<file path="src/rtl/obgv_pkg.sv">
// obgv_pkg: shared types and constants for the oriented bit grid view
// action codes, controller state, controller/datapath command and status words
// no dependencies
package obgv_pkg;

    localparam int COORD_W     = 6;
    localparam int GRID_W      = 7;
    localparam int ADDR_CALC_W = 2 * GRID_W;

    localparam logic [GRID_W-1:0] GRID_SIZE_RESET = 7'd64;

    localparam logic [1:0] ACT_TOGGLE = 2'd0;
    localparam logic [1:0] ACT_ROTATE = 2'd1;
    localparam logic [1:0] ACT_FLIP   = 2'd2;
    localparam logic [1:0] ACT_READ   = 2'd3;

    typedef enum logic [3:0] {
        ST_CLEAR  = 4'b0001,
        ST_IDLE   = 4'b0010,
        ST_FETCH  = 4'b0100,
        ST_FINISH = 4'b1000
    } t_state;

    typedef struct packed {
        logic clear;
        logic accept;
        logic finish;
    } t_ctrl_cmd;

    typedef struct packed {
        logic clear_done;
        logic mem_op;
    } t_ctrl_sts;

endpackage

</file>
<file path="src/rtl/obgv_ctrl.sv">
// obgv_ctrl: controller state machine for clear sweep and cell read-modify-write
// depends on obgv_pkg
module obgv_ctrl (
    input  logic                i_clk,
    input  logic                i_rst_n,
    input  logic                start,
    input  obgv_pkg::t_ctrl_sts i_sts,
    output obgv_pkg::t_ctrl_cmd o_cmd,
    output logic                busy
);

    obgv_pkg::t_state r_state, n_state;

    always_comb begin
        n_state = r_state;
        o_cmd   = '0;
        case (r_state)
            obgv_pkg::ST_CLEAR: begin
                o_cmd.clear = 1'b1;
                if (i_sts.clear_done) begin
                    n_state = obgv_pkg::ST_IDLE;
                end
            end
            obgv_pkg::ST_IDLE: begin
                if (start) begin
                    o_cmd.accept = 1'b1;
                    if (i_sts.mem_op) begin
                        n_state = obgv_pkg::ST_FETCH;
                    end
                end
            end
            obgv_pkg::ST_FETCH: begin
                n_state = obgv_pkg::ST_FINISH;
            end
            obgv_pkg::ST_FINISH: begin
                o_cmd.finish = 1'b1;
                n_state      = obgv_pkg::ST_IDLE;
            end
            default: begin
                n_state = obgv_pkg::ST_CLEAR;
            end
        endcase
    end

    always_ff @(posedge i_clk) begin
        if (!i_rst_n) begin
            r_state <= obgv_pkg::ST_CLEAR;
        end else begin
            r_state <= n_state;
        end
    end

    assign busy = (r_state != obgv_pkg::ST_IDLE);

endmodule

</file>
<file path="config.mk">
export PLATFORM = sky130hd
export DESIGN_NAME = obgv_ctrl
export DESIGN_NICKNAME = d
export VERILOG_FILES = /design/src/rtl/obgv_pkg.sv /design/src/rtl/obgv_ctrl.sv
export SDC_FILE = /design/constraint.sdc
export NUM_CORES = 1
export LEC_CHECK = 0
export BUFFER_PORTS_ARGS = -buffer_cell sky130_fd_sc_hd__clkbuf_2
export CORE_AREA = 2 2 39 41
export DETAILED_ROUTE_END_ITERATION = 8
export DIE_AREA = 0 0 41 43
export GPL_TIMING_DRIVEN = 0
export SLEW_MARGIN = 25
export SYNTH_ARGS = -nofsm -noshare
export SYNTH_HDL_FRONTEND = slang
export SYNTH_SLANG_ARGS = --single-unit
</file>
<file path="constraint.sdc">
create_clock -name i_clk -period 3.2 [get_ports i_clk]
set_input_delay 0.64 -clock i_clk [delete_from_list [all_inputs] [get_ports i_clk]]
set_output_delay 0.64 -clock i_clk [all_outputs]
set_load 0.005 [all_outputs]
</file>
==> metrics <==
die width 41 um; Core ar. 1380 um^2; placed cell areas 265 um^2; critical path capture point type output pin; post-synthesis sequential area ratio 39.0%; cell area after layout 288 um^2; Worst setup SP type register; CTS root buf clkbuf_4; Via density 4.02; wire length per cell 7.02 um; vias post-DR 197; fmax about 0.48 GHz; total chip power 0.151 mW; CTS tree yes; final setup fails 0; CTS resizes 0; pin count of the biggest net entering global routing 6; DP Worst Slack roughly 1.4 ns; Pre-antenna DRT Iters 2; RePlAce Congestion 0.673; Final TNS setup 0 ns; Max Slew Vio Count 0; clk slew on worst S/H paths around 0.040 ns; DRC Markers 0; Final Skew 0.00126 ns; Hold Startpoint r_state[1]; setup bufs post-CTS 0; count leader, synth dfxtp_1; Min-Delay Endpoint r_state[3]; Tot GR Track Use 5.53%; Cell Rows 14; hold slack 0.607 ns; total grt overflow 0; final wirelength 344 um; CP Class register to output pin; top flop regs r_state (4); Gate Count Post-Synth 22; Die Height approximately 43 um; Final period util approximately two thirds; Final nets 40; Hold Crit Depth 2; IO Count 9; ANT cells 0; cell taking the most area after synthesis dfxtp_1; Yosys Warn Count 0; port bufs 8; Num CTS Buffers 3; Critical Path AT 1.43 ns; LEAKAGE 0.138 nW; Starting Density 14.8%; RSZ-0062 raised after global routing no; DR iter-0 viols 1; top cell type's share of synthesized area 39.0%; Post-Syn Nets 27; dpl cells 46; worst skew pair latency approximately 0.23 ns; post-synthesis async set-or-reset flop share 0%; Max transition margin 74.9%; most common flop cell mapped by yosys dfxtp_1; clock sink count 4; CTS hold repair buffers 0; PwrDens 524 nW/um^2; area grow syn2layout 40.2%; Final WS setup 1.13 ns; post-synth design cell area 205 um^2; status finished clean; die area ~1800 um^2; first-pass GRT wire length around 600 um; Biggest register r_state; Synth area leaders dfxtp_1 (39%), or4b_1 (9.8%), nor4b_1 (8.5%); deepest clock path buffer count 2; Hold WC Path Type register to register; min cycle time layout around 2.1 ns; pin slew with the least headroom to its limit 0.371 ns; Avg Cell Area, Syn between 9 and 10 um^2; count of flip-flops with a built-in enable after synthesis 0; layout cell share with drive strength beyond 1 45.5%; reg2reg end r_state[1]; worst r2r src r_state[2]; worst vdd ir approximately 0.14 mV; DPL Wire Length approximately 290 um; top cells by count, synth dfxtp_1 (4), inv_1 (3), nor2_1 (2), nor4b_1 (2), or4b_1 (2); register bit count reported by yosys 4; max FFs per register 4; Synth cell types 14; Routed Antenna Nets 0; max_cap viols 0; non-filler cells, final 49; reg2reg setup slack 1.89 ns; Hold Vio Cnt, Final 0; Critical Path RT 2.56 ns; vias in the first global route roughly 180; post-layout util 20.8%; critical path peak fanout 5; initial antenna violation count 0; FF-to-FF path depth 4; H-tree depth 1
-- cell type report --
type	instances	area, um^2
clock buffers	3	22.5
plain buffers	1	5.00
flip-flops and latches	4	80.1
repair buffers	8	40.0
multi-input cells	14	109
inverters	3	11.3
well taps	16	20.0
fillers	151	1100
-- how the worst max path moves through the flow --
stage | start | end | slack (ns)
after global placement | r_state[2] | o_cmd[1] | 1.39
after CTS | r_state[2] | o_cmd[1] | 1.13
after global routing | r_state[2] | o_cmd[1] | 1.09
after detailed placement | r_state[2] | o_cmd[1] | 1.38
final | r_state[2] | o_cmd[1] | 1.13
after floorplan | r_state[2] | o_cmd[1] | 1.50
-- routing by layer --
| layer | GRT usage (%) | share of wire [%] |
|---|---|---|
| met5 | 0 | 0 |
| met4 | 8.00 | 0 |
| met3 | 1.57 | 9.3 |
| met2 | 6.25 | 47 |
| met1 | 6.45 | 44 |
-- worst max-delay path: stages, from the launching register on --
cell and delay, ns:
dfxtp_1 0.33, or4b_1 0.51, buf_2 0.16, nor2_1 0.09
clkbuf_2 0.11
-- kinds of logic (layout without fill, tap and decap cells) --
logic type	Yosys count	in the layout	synth area share [%]
AND/OR/NAND/NOR	10	10	36.6
AO/OA/AOI/OAI	3	3	12.2
buffers and inverters	4	15	7.92
flip-flops	4	4	39.0
XOR/XNOR	1	1	4.27
-- power breakdown --
group | internal [mW] | switching (mW) | total (mW)
combinational | 0.0181 | 0.0132 | 0.0313
clock | 0.0417 | 0.0176 | 0.0594
sequential | 0.0552 | 0.00513 | 0.0603
-- cell usage in the layout, fill, tap and decap left out --
master	netlist	layout
nand2_1	1	1
clkbuf_2	0	8
nor3_1	1	1
xnor2_1	1	1
or4b_1	2	2
nor2_1	2	2
or3_2	1	1
clkbuf_4	0	3
nand2b_4	1	1
dfxtp_1	4	4
nor4b_1	2	2
buf_2	1	1
inv_1	3	3
a21oi_2	1	1
a21o_1	1	1
a31o_1	1	1
(Power assumes the default switching activity.)
